[config.mk]
export PLATFORM = sky130hd
export DESIGN_NAME = radar_frame_presence_tracker_core
export DESIGN_NICKNAME = d
export VERILOG_FILES = /design/src/rtl/rfpt_pkg.sv /design/src/rtl/rfpt_dp.sv /design/src/rtl/rfpt_ctrl.sv /design/src/rtl/radar_frame_presence_tracker_core.sv
export SDC_FILE = /design/constraint.sdc
export NUM_CORES = 1
export LEC_CHECK = 0
export BUFFER_PORTS_ARGS = -buffer_cell sky130_fd_sc_hd__buf_2
export CAP_MARGIN = 20
export CORE_MARGIN = 4
export CORE_UTILIZATION = 58
export CTS_BUF_LIST = sky130_fd_sc_hd__clkbuf_8
export CTS_CLUSTER_SIZE = 40
export DETAILED_ROUTE_END_ITERATION = 7
export PLACE_DENSITY = 0.78
export SLEW_MARGIN = 20
export SYNTH_ARGS = -nofsm -noshare
export SYNTH_HDL_FRONTEND = slang
export SYNTH_SLANG_ARGS = --single-unit
[constraint.sdc]
create_clock -name i_clk -period 2.4 [get_ports i_clk]
set_input_delay 0.12 -clock i_clk [delete_from_list [all_inputs] [get_ports i_clk]]
set_output_delay 0.12 -clock i_clk [all_outputs]
set_load 0.01 [all_outputs]
[src/rtl/rfpt_pkg.sv]
// rfpt_pkg: shared types and constants for the presence tracker.
// Command/status structs between controller and datapath, frame marker bytes.
// No dependencies.
`timescale 1ns / 1ps
`default_nettype none

package rfpt_pkg;

    // frame header AA FF 03 00
    localparam logic [7:0] HDR_B0 = 8'hAA;
    localparam logic [7:0] HDR_B1 = 8'hFF;
    localparam logic [7:0] HDR_B2 = 8'h03;
    localparam logic [7:0] HDR_B3 = 8'h00;

    // frame footer FD FC FB FA
    localparam logic [7:0] FTR_B0 = 8'hFD;
    localparam logic [7:0] FTR_B1 = 8'hFC;
    localparam logic [7:0] FTR_B2 = 8'hFB;
    localparam logic [7:0] FTR_B3 = 8'hFA;

    localparam int FTR_LEN       = 4;   // footer bytes
    localparam int MIN_SCAN_FILL = 12;  // shortest frame that is searched
    localparam int WIN_LEN       = 6;   // header + presence + zone
    localparam int WIN_CW        = 3;   // width of window fill counter

    localparam logic OP_BYTE    = 1'b0;
    localparam logic OP_TIMEOUT = 1'b1;

    typedef struct packed {
        logic wr_byte;    // store the accepted byte
        logic cand_pin;   // candidate from pin sample, zone 0
        logic scan_step;  // advance the header search one address
        logic cand_win;   // candidate from the matched window
        logic out_load;   // commit candidate to the output register
    } t_cmd;

    typedef struct packed {
        logic scan_go;    // byte completes a footer on a long enough frame
        logic match;      // window holds a header
        logic scan_done;  // all reads issued and checked
        logic emit_req;   // candidate differs or first result pending
        logic slot_free;  // output register can take a beat
    } t_stat;

endpackage

`default_nettype wire

[src/rtl/rfpt_dp.sv]
// rfpt_dp: datapath of the presence tracker.
// Frame store memory, footer detect, sliding-window header search, output register.
// Depends on rfpt_pkg.
`timescale 1ns / 1ps
`default_nettype none

module rfpt_dp
    import rfpt_pkg::*;
#(
    parameter int FRAME_BYTES = 32
) (
    input  wire        i_clk,
    input  wire        i_rst_n,
    input  t_cmd       i_cmd,
    output t_stat      o_stat,
    input  wire [7:0]  i_rx_byte,
    input  wire        i_pin_presence,
    input  wire        i_out_ready,
    output logic       o_out_valid,
    output logic       o_person_present,
    output logic [7:0] o_zone_id
);

    localparam int AW = (FRAME_BYTES > 1) ? $clog2(FRAME_BYTES) : 1;
    localparam int FW = $clog2(FRAME_BYTES + 1);

    logic [7:0]    r_mem [FRAME_BYTES];
    logic [FW-1:0] r_fill;
    logic [7:0]    r_tail [3];     // [0] newest stored byte
    logic [AW-1:0] r_rd_addr;
    logic [AW-1:0] r_rd_end;
    logic          r_issue;
    logic          r_rd_vld;
    logic [7:0]    r_rd_data;
    logic [7:0]    r_win [WIN_LEN];
    logic [WIN_CW-1:0] r_win_cnt;
    logic          r_cand_pres;
    logic [7:0]    r_cand_zone;
    logic          r_last;
    logic          r_first;
    logic          r_out_valid;
    logic          r_out_pres;
    logic [7:0]    r_out_zone;

    logic [FW-1:0] w_base;
    logic [FW-1:0] w_fill;
    logic [AW-1:0] w_waddr;
    logic          w_footer;
    logic          w_long;
    logic          w_slot_free;

    // full store wraps to empty before the write
    assign w_base   = (r_fill >= FW'(FRAME_BYTES)) ? '0 : r_fill;
    assign w_waddr  = w_base[AW-1:0];
    assign w_fill   = w_base + FW'(1);
    assign w_footer = (w_fill >= FW'(FTR_LEN)) && (r_tail[2] == FTR_B0) &&
                      (r_tail[1] == FTR_B1) && (r_tail[0] == FTR_B2) &&
                      (i_rx_byte == FTR_B3);
    assign w_long   = (w_fill >= FW'(MIN_SCAN_FILL));
    assign w_slot_free = !r_out_valid || i_out_ready;

    assign o_stat.scan_go   = w_footer && w_long;
    assign o_stat.match     = (r_win_cnt == WIN_CW'(WIN_LEN)) &&
                              (r_win[0] == HDR_B0) && (r_win[1] == HDR_B1) &&
                              (r_win[2] == HDR_B2) && (r_win[3] == HDR_B3);
    assign o_stat.scan_done = !r_issue && !r_rd_vld;
    assign o_stat.emit_req  = r_first || (r_cand_pres != r_last);
    assign o_stat.slot_free = w_slot_free;

    // memory: one write port, one registered read port
    always_ff @(posedge i_clk) begin
        if (i_cmd.wr_byte) begin
            r_mem[w_waddr] <= i_rx_byte;
        end
        if (i_cmd.scan_step && r_issue) begin
            r_rd_data <= r_mem[r_rd_addr];
        end
    end

    // payload registers
    always_ff @(posedge i_clk) begin
        if (i_cmd.wr_byte) begin
            r_tail[2] <= r_tail[1];
            r_tail[1] <= r_tail[0];
            r_tail[0] <= i_rx_byte;
            if (w_footer && w_long) begin
                r_rd_end <= AW'(w_fill - FW'(WIN_LEN + 1));
            end
        end
        if (i_cmd.scan_step && r_rd_vld) begin
            for (int i = 0; i < WIN_LEN - 1; i++) begin
                r_win[i] <= r_win[i+1];
            end
            r_win[WIN_LEN-1] <= r_rd_data;
        end
        if (i_cmd.cand_pin) begin
            r_cand_pres <= i_pin_presence;
            r_cand_zone <= '0;
        end else if (i_cmd.cand_win) begin
            r_cand_pres <= r_win[4][0];
            r_cand_zone <= r_win[5];
        end
        if (i_cmd.out_load) begin
            r_out_pres <= r_cand_pres;
            r_out_zone <= r_cand_zone;
        end
    end

    // control registers
    always_ff @(posedge i_clk) begin
        if (!i_rst_n) begin
            r_fill      <= '0;
            r_rd_addr   <= '0;
            r_issue     <= 1'b0;
            r_rd_vld    <= 1'b0;
            r_win_cnt   <= '0;
            r_last      <= 1'b0;
            r_first     <= 1'b1;
            r_out_valid <= 1'b0;
        end else begin
            if (i_cmd.wr_byte) begin
                if (w_footer) begin
                    r_fill <= '0;
                end else begin
                    r_fill <= w_fill;
                end
                if (w_footer && w_long) begin
                    r_rd_addr <= '0;
                    r_issue   <= 1'b1;
                    r_rd_vld  <= 1'b0;
                    r_win_cnt <= '0;
                end
            end else if (i_cmd.scan_step) begin
                r_rd_vld <= r_issue;
                if (r_issue) begin
                    r_rd_addr <= r_rd_addr + AW'(1);
                    if (r_rd_addr == r_rd_end) begin
                        r_issue <= 1'b0;
                    end
                end
                if (r_rd_vld && (r_win_cnt != WIN_CW'(WIN_LEN))) begin
                    r_win_cnt <= r_win_cnt + WIN_CW'(1);
                end
            end
            if (i_cmd.out_load) begin
                r_last      <= r_cand_pres;
                r_first     <= 1'b0;
                r_out_valid <= 1'b1;
            end else if (i_out_ready) begin
                r_out_valid <= 1'b0;
            end
        end
    end

    assign o_out_valid      = r_out_valid;
    assign o_person_present = r_out_pres;
    assign o_zone_id        = r_out_zone;

endmodule

`default_nettype wire

[src/rtl/rfpt_ctrl.sv]
// rfpt_ctrl: controller state machine of the presence tracker.
// Accepts input beats, sequences the header search and result commit.
// Depends on rfpt_pkg.
`timescale 1ns / 1ps
`default_nettype none

module rfpt_ctrl
    import rfpt_pkg::*;
(
    input  wire   i_clk,
    input  wire   i_rst_n,
    input  wire   i_in_valid,
    input  wire   i_op,
    output logic  o_in_ready,
    input  t_stat i_stat,
    output t_cmd  o_cmd
);

    localparam logic [1:0] ST_IDLE   = 2'd0;
    localparam logic [1:0] ST_SCAN   = 2'd1;
    localparam logic [1:0] ST_DECIDE = 2'd2;

    logic [1:0] r_state;
    logic [1:0] n_state;
    logic       w_beat;

    assign o_in_ready = (r_state == ST_IDLE);
    assign w_beat     = i_in_valid && o_in_ready;

    always_comb begin
        n_state = r_state;
        o_cmd   = '0;
        unique case (r_state)
            ST_IDLE: begin
                if (w_beat) begin
                    if (i_op == OP_TIMEOUT) begin
                        o_cmd.cand_pin = 1'b1;
                        n_state        = ST_DECIDE;
                    end else begin
                        o_cmd.wr_byte = 1'b1;
                        if (i_stat.scan_go) begin
                            n_state = ST_SCAN;
                        end
                    end
                end
            end
            ST_SCAN: begin
                if (i_stat.match) begin
                    o_cmd.cand_win = 1'b1;
                    n_state        = ST_DECIDE;
                end else if (i_stat.scan_done) begin
                    n_state = ST_IDLE;
                end else begin
                    o_cmd.scan_step = 1'b1;
                end
            end
            ST_DECIDE: begin
                if (!i_stat.emit_req) begin
                    n_state = ST_IDLE;
                end else if (i_stat.slot_free) begin
                    o_cmd.out_load = 1'b1;
                    n_state        = ST_IDLE;
                end
            end
            default: begin
                n_state = ST_IDLE;
            end
        endcase
    end

    always_ff @(posedge i_clk) begin
        if (!i_rst_n) begin
            r_state <= ST_IDLE;
        end else begin
            r_state <= n_state;
        end
    end

endmodule

`default_nettype wire

[src/rtl/radar_frame_presence_tracker_core.sv]
// radar_frame_presence_tracker_core: top level of the presence tracker.
// Joins rfpt_ctrl (state machine) and rfpt_dp (store, search, output register).
// Depends on rfpt_pkg, rfpt_ctrl, rfpt_dp.
//
// Usage:
//   Slave channel: one beat is a received serial byte (tuser = 0) or a read
//   timeout carrying the presence pin sample (tuser = 1).
//   Master channel: one beat per presence change (or the first presence after
//   reset): person_present and zone_id (zone 0 when taken from the pin).
// Sequence:
//   An ordinary byte is only stored. A timeout takes the pin sample as candidate
//   and passes it to the commit step. A byte that closes a frame of F bytes
//   (F >= 12) starts a header search that reads the frame store once per address,
//   0..F-7, through its single registered read port; the first match goes to the
//   commit step. Input is held off while the search runs. Shorter frames are not
//   searched.
// Reset (i_rst_n low, synchronous): empties the store, clears the output beat,
//   and arms the first-result flag. Store contents are not cleared; only
//   written positions are ever read.
// Stall: the output register holds one result; input keeps flowing while it
//   waits. A further result waits in the commit step until the beat is taken.
`timescale 1ns / 1ps
`default_nettype none

module radar_frame_presence_tracker_core
    import rfpt_pkg::*;
#(
    parameter int FRAME_BYTES = 32
) (
    input  wire         i_clk,
    input  wire         i_rst_n,
    input  wire         i_s_tvalid,
    output logic        o_s_tready,
    input  wire  [15:0] i_s_tdata,   // [7:0] rx_byte, [8] pin_presence, [15:9] zero
    input  wire         i_s_tuser,   // [0] op: 0 byte, 1 timeout
    output logic        o_m_tvalid,
    input  wire         i_m_tready,
    output logic [15:0] o_m_tdata    // [0] person_present, [8:1] zone_id, [15:9] zero
);

    t_cmd       w_cmd;
    t_stat      w_stat;
    logic       w_pres;
    logic [7:0] w_zone;

    rfpt_ctrl u_ctrl (
        .i_clk      (i_clk),
        .i_rst_n    (i_rst_n),
        .i_in_valid (i_s_tvalid),
        .i_op       (i_s_tuser),
        .o_in_ready (o_s_tready),
        .i_stat     (w_stat),
        .o_cmd      (w_cmd)
    );

    rfpt_dp #(
        .FRAME_BYTES (FRAME_BYTES)
    ) u_dp (
        .i_clk            (i_clk),
        .i_rst_n          (i_rst_n),
        .i_cmd            (w_cmd),
        .o_stat           (w_stat),
        .i_rx_byte        (i_s_tdata[7:0]),
        .i_pin_presence   (i_s_tdata[8]),
        .i_out_ready      (i_m_tready),
        .o_out_valid      (o_m_tvalid),
        .o_person_present (w_pres),
        .o_zone_id        (w_zone)
    );

    assign o_m_tdata = {7'd0, w_zone, w_pres};

endmodule

`default_nettype wire

# --- Word-level counts from Yosys, hierarchy flattened ---
# Memories as Yosys holds them, arrays and structs flattened. A register that Yosys moved wholly into a read port is not among the register bits.
# Cells that the tools add are included.
word_totals:
  reg_bits: 44
  latchBits: 0
  ramBits: 328
  mem_bits_ro: 0
  in_bits: 21
  output_inout_bits: 18
  n_memories: 3
mem_list:
  columns: ["name", "words", "word_bits", "read_ports", "rd_clocked_by_memory_dff", "write_ports", "line", "text"]
  rows:
  - ["u_dp.r_mem", 32, 8, 1, 1, 1, "rfpt_dp.sv:27", "logic [7:0] r_mem [FRAME_BYTES];"]
  - ["u_dp.r_win", 6, 8, 6, 0, 6, "rfpt_dp.sv:35", "logic [7:0] r_win [WIN_LEN];"]
  - ["u_dp.r_tail", 3, 8, 3, 0, 3, "rfpt_dp.sv:29", "logic [7:0] r_tail [3];"]
classes:
  add_sub_neg: 4
  multipliers: 0
  div: 0
  magnitude_cmp: 3
  eq_ne: 18
  shifts: 0
  mux: 45
  n_bitwise: 0
  reduce_logical: 31
op_table:
  columns: ["cell", "n"]
  rows:
  - ["equality test 8 bit, second input constant", 6]
  - ["2-to-1 mux 1 bit", 24]
  - ["2-to-1 mux 2 bit", 10]
  - ["2-to-1 mux 5 bit", 4]
  - ["logical AND 1 bit", 14]
  - ["2-to-1 mux 3 bit", 4]
  - ["2-to-1 mux 6 bit", 2]
  - ["nonzero test 2 bit", 5]
  - ["equality test 8 x 2 -> 1 bit, second input constant", 1]
  - ["logical NOT 8 bit", 1]
  - ["adder 6 x 1 -> 6 bit, second input constant", 1]
  - ["greater-or-equal comparator 6 x 3 -> 1 bit, second input constant", 1]
  - ["greater-or-equal comparator 6 x 4 -> 1 bit, second input constant", 1]
  - ["greater-or-equal comparator 6 bit, second input constant", 1]
  - ["!= test 3 bit, second input constant", 2]
  - ["one-hot mux 2 bit (3 select lines)", 1]
  - ["AND reduction 3 bit", 2]
  - ["adder 5 x 1 -> 5 bit, second input constant", 1]
  - ["equality test 5 bit", 1]
  - ["subtractor 5 x 3 -> 5 bit, second input constant", 1]
  - ["AND reduction 2 bit", 2]
  - ["AND reduction 4 bit", 1]
  - ["adder 3 x 1 -> 3 bit, second input constant", 1]
  - ["equality test 3 bit, second input constant", 1]
  - ["10 further kinds", 13]

# --- Depth between registers and ports, before layout ---
logic_depth:
  word_depth: 13
  ltp_mapped: 11
  mapped_depth_nobuf: 9

# --- Modules after synthesis ---
# From an unflattened synthesis, not the netlist that was laid out.
hier_totals:
  cells_unflattened: 743
  area_unflattened_um2: 14630.3
by_module_without_submodules:
  columns: ["mod", "n_inst", "cells_each", "area_each_um2", "seq_area_each_um2"]
  rows:
  - ["rfpt_dp", 1, 718, 14401.3, 11080.6]
  - ["rfpt_ctrl", 1, 16, 165.2, 40.0]
  - ["radar_frame_presence_tracker_core", 1, 9, 63.8, 0.0]

# --- Worst setup path before layout ---
# OpenSTA, ideal clock, no wires.
synth_timing:
  path_kind: "flip-flop to flip-flop"
  from: "register u_dp.r_win_cnt[0]"
  to: "memory u_dp.r_win[0][0], enable pin"
  setup_time_ps: 411
  arrival_ps: 2096
  t_required_ps: 1989
  slack_ps: -107
  path_stages_with_launch: 6
  n_path_buf: 0
  synth_period_minus_slack_ps: 2507
  cell_sequence: "dfxtp_1 inv_1 ha_1 nand4_1 o41a_1 and2_1"
synth_lines:
  columns: ["item", "line", "text"]
  rows:
  - ["start, declared", "rfpt_dp.sv:36", "logic [WIN_CW-1:0] r_win_cnt;"]
  - ["start signal, assigned", "rfpt_dp.sv:142", "r_win_cnt <= r_win_cnt + WIN_CW'(1);"]
  - ["end, declared", "rfpt_dp.sv:35", null]

==> flow_summary.yaml <==
timing:
  layout_setup_ws_ns: 0.0827
  whs_ns: 0.0790
  slew_headroom_pct: 63.1
  fin_skew_ns: 0.0307
  max_freq_mhz: 432
  finalSetupViolCount: 0
  final.min_clock_period_ns: 2.32
  period_share_pct: 96.6
  setup-tns-final_ns: 0
  tightest_slew_ns: 0.553
  finalHoldViolations: 0
  drv_slew: 0
setup_path:
  startpoint_type: "register"
  crit_fanout: 20
  worstSetupPathType: "register to register"
  critPathRequiredTime_ns: 2.75
  reg2reg_slack_ns: 0.08
  end_kind: "register"
  crit_arrival_ns: 2.67
global_route:
  grt_use_total_pct: 19.6
  grt_pass1_vias: 7525
  grt_max_degree: 49
  grt_pass1_wl_mm: 42.2
  overflow: 0
  antenna_found_initial: 0
die:
  dieArea_mm2: 0.0276
  coreArea_mm2: 0.0245
  die_h_um: 166
  core.rowCount: 57
  die_w_um: 166
  boundaryPins: 39
  start_util_pct: 59.3
synth:
  syn_inst: 715
  synth-seq-area-share_pct: 76.7
  yosysUniqueCellTypes: 48
  synth_edf_count: 351
  synth_area_per_cell_um2: 20.3
  synthArstFlopShare_pct: 0
  yosysWarnings: 0
  synth_ff_type: "edfxtp_1"
  synth_area_leader_cell: "edfxtp_1"
  synth.area.top_cells: "edfxtp_1, mux4_2, dfxtp_1, nor2_1, mux2_2"
  synth_top_area_share_pct: 72.7
  ys_ff_latch: 380
  syn_area_mm2: 0.0145
layout:
  drive_gt1_share_pct: 29.8
  fillCellCount: 1500
  regArea_mm2: 0.0111
  final_common_cell: "edfxtp_1"
  layout_common_cells: "edfxtp_1, mux4_2, clkbuf_8, buf_4, nor2_1"
  diodes: 0
  layout.nets: 860
  final_core_util_pct: 67.7
  areaGrowthSynthToFinish_pct: 14.2
  multiInputGateArea_mm2: 0.00320
flow_run:
  drv_cap: 0
drt:
  vias: 6983
  wire_per_inst_um: 22.2
  routed_via_density: 5.80
  drt_wl_total_mm: 26.7
  dr.pass1.iters: 5
  ant_nets: 0
  drtIter0Drc: 544
  drcViolationCount: 0
pwr:
  p_sw_mw: 2.55
  internal_power_mw: 9.99
  cellPowerDensity_mw_per_mm2: 757
  clkPwrFrac_pct: 40.4
  seqPwrFrac_pct: 57.9
  swShare_pct: 20.3
  fin_total_pwr_mw: 12.5
  ir_drop_mv: 0.490
  p_comb_share_pct: 1.7
  leakage_nw: 5.37
clocking:
  cts_buffer_depth: 3
  cts_tree: "yes"
  cts_setup_buffers: 0
  cts-root-buf: "clkbuf_8"
  numCtsBuffers: 57
  cts_sinks: 380
  clk_pin_slew_worst_paths_ns: 0.06
  clk-insertion-delay-late_ns: 0.60
  cts_max_level: 2
outcome:
  status: "completed"
placement:
  io_buffers: 24
  pre_cts_slack_ns: 0.0574
  hpwl_mm: 17.3
  place_congestion: 0.787
worst_hold_path:
  hold_path.class: "input pin to register"
through the flow:
step	cells	instance area [um2]
3_5_place_dp	1094	15400
2_1_floorplan	721	14500
3_3_place_gp	1094	15400
4_1_cts	1204	16500
6_report	1204	16600
5_1_grt	1204	16600
Yosys cell counts, types with 2 or more instances:
master and count:
inv_1 8, o41ai_1 2, a21boi_0 2, nor3_1 3, buf_2 9, xnor2_1 10
nand2_1 18, nor2_1 55, clkbuf_1 13, nand2b_1 4, a22oi_1 5, mux2_2 11
nor2b_1 17, nand4bb_1 2, buf_6 4, nor4_1 5, buf_1 3, ha_1 7
nand4b_1 2, o21ai_0 2, a22o_1 2, buf_4 8, nand4_1 9, and2_1 4
mux2i_1 9, nor4b_1 2, a21boi_1 2, a21oi_1 4, xor2_1 7, dfxtp_1 29
edfxtp_1 351, mux4_2 80, nand3_1 11
state kept, by name, summed over array words and instances, names as in the netlist:
signal,cells
u_dp.r_cand_zone,8
u_dp.r_rd_vld,1
u_dp.r_mem,256
u_dp.r_cand_pres,1
u_dp.o_out_valid,1
u_dp.r_issue,1
u_dp.r_win,48
u_dp.r_fill,6
u_dp.r_rd_addr,5
u_dp.o_person_present,1
u_dp.r_last,1
u_dp.r_tail,24
u_dp.r_first,1
u_ctrl.r_state,2
u_dp.r_rd_data,8
u_dp.r_win_cnt,3
u_dp.o_zone_id,8
u_dp.r_rd_end,5
final cells by class:
class | count | area share (%)
Clock buffer | 57 | 4.74
Inverter | 9 | 0.204
Multi-Input combinational cell | 295 | 19.3
Sequential cell | 380 | 67.2
Clock inverter | 50 | 2.01
Tap cell | 324 | 2.45
Timing Repair Buffer | 89 | 4.09
layer usage:
metal  vias up  global-route usage, %  wire, um
li1       3115                      -         -
met1      3552                   25.9     10400
met2       278                   34.1     14100
met3        38                   3.83      1800
met4         0                   5.27       417
met5         -                      0         0
power groups by stage:
stage          Sequential, mW  Combinational [mW]  Clock, mW
2_1_floorplan            7.40              0.0868          0
3_3_place_gp             7.40               0.195          0
6_report                 7.27               0.217       5.06
3_5_place_dp             7.40               0.210          0
5_1_grt                  7.26               0.238       5.51
4_1_cts                  7.27               0.216       5.16
timing repair:
action	4_1_cts	5_1_grt
gates resized for setup	0	6
hold buffers	3	0
hold endpoints to repair	15	0
endpoints found under the setup margin	0	28
worst paths after layout:
kind | start | end | depth (start not counted)
setup / recovery | u_dp.r_rd_addr[0] | u_dp.r_rd_data[4] | 4
hold / removal | i_s_tdata[2] | u_dp.r_mem[2][2] | 2
setup reg to reg | u_dp.r_rd_addr[0] | u_dp.r_rd_data[4] | 4
hold reg to reg | u_dp.r_win[4][6] | u_dp.r_win[3][6] | 0
critical path: stages (launching register included):
cell and delay [ns]:
dfxtp_4 0.45, buf_12 0.22, mux4_2 0.55, mux4_2 0.55
mux2_2 0.29
cell families (layout without fill, tap and decap cells):
group	count (synthesis)	in the layout	synth area share [%]
XOR/XNOR	17	17	1.03
adder cells (fa/ha/maj)	7	7	0.604
flip-flops	380	380	76.7
other	1	7	0.0259
AO/OA/AOI/OAI	25	25	1.27
multiplexers	100	100	13.9
AND/OR/NAND/NOR	139	139	4.84
buffers and inverters	46	205	1.68
(Power assumes the default switching activity.)
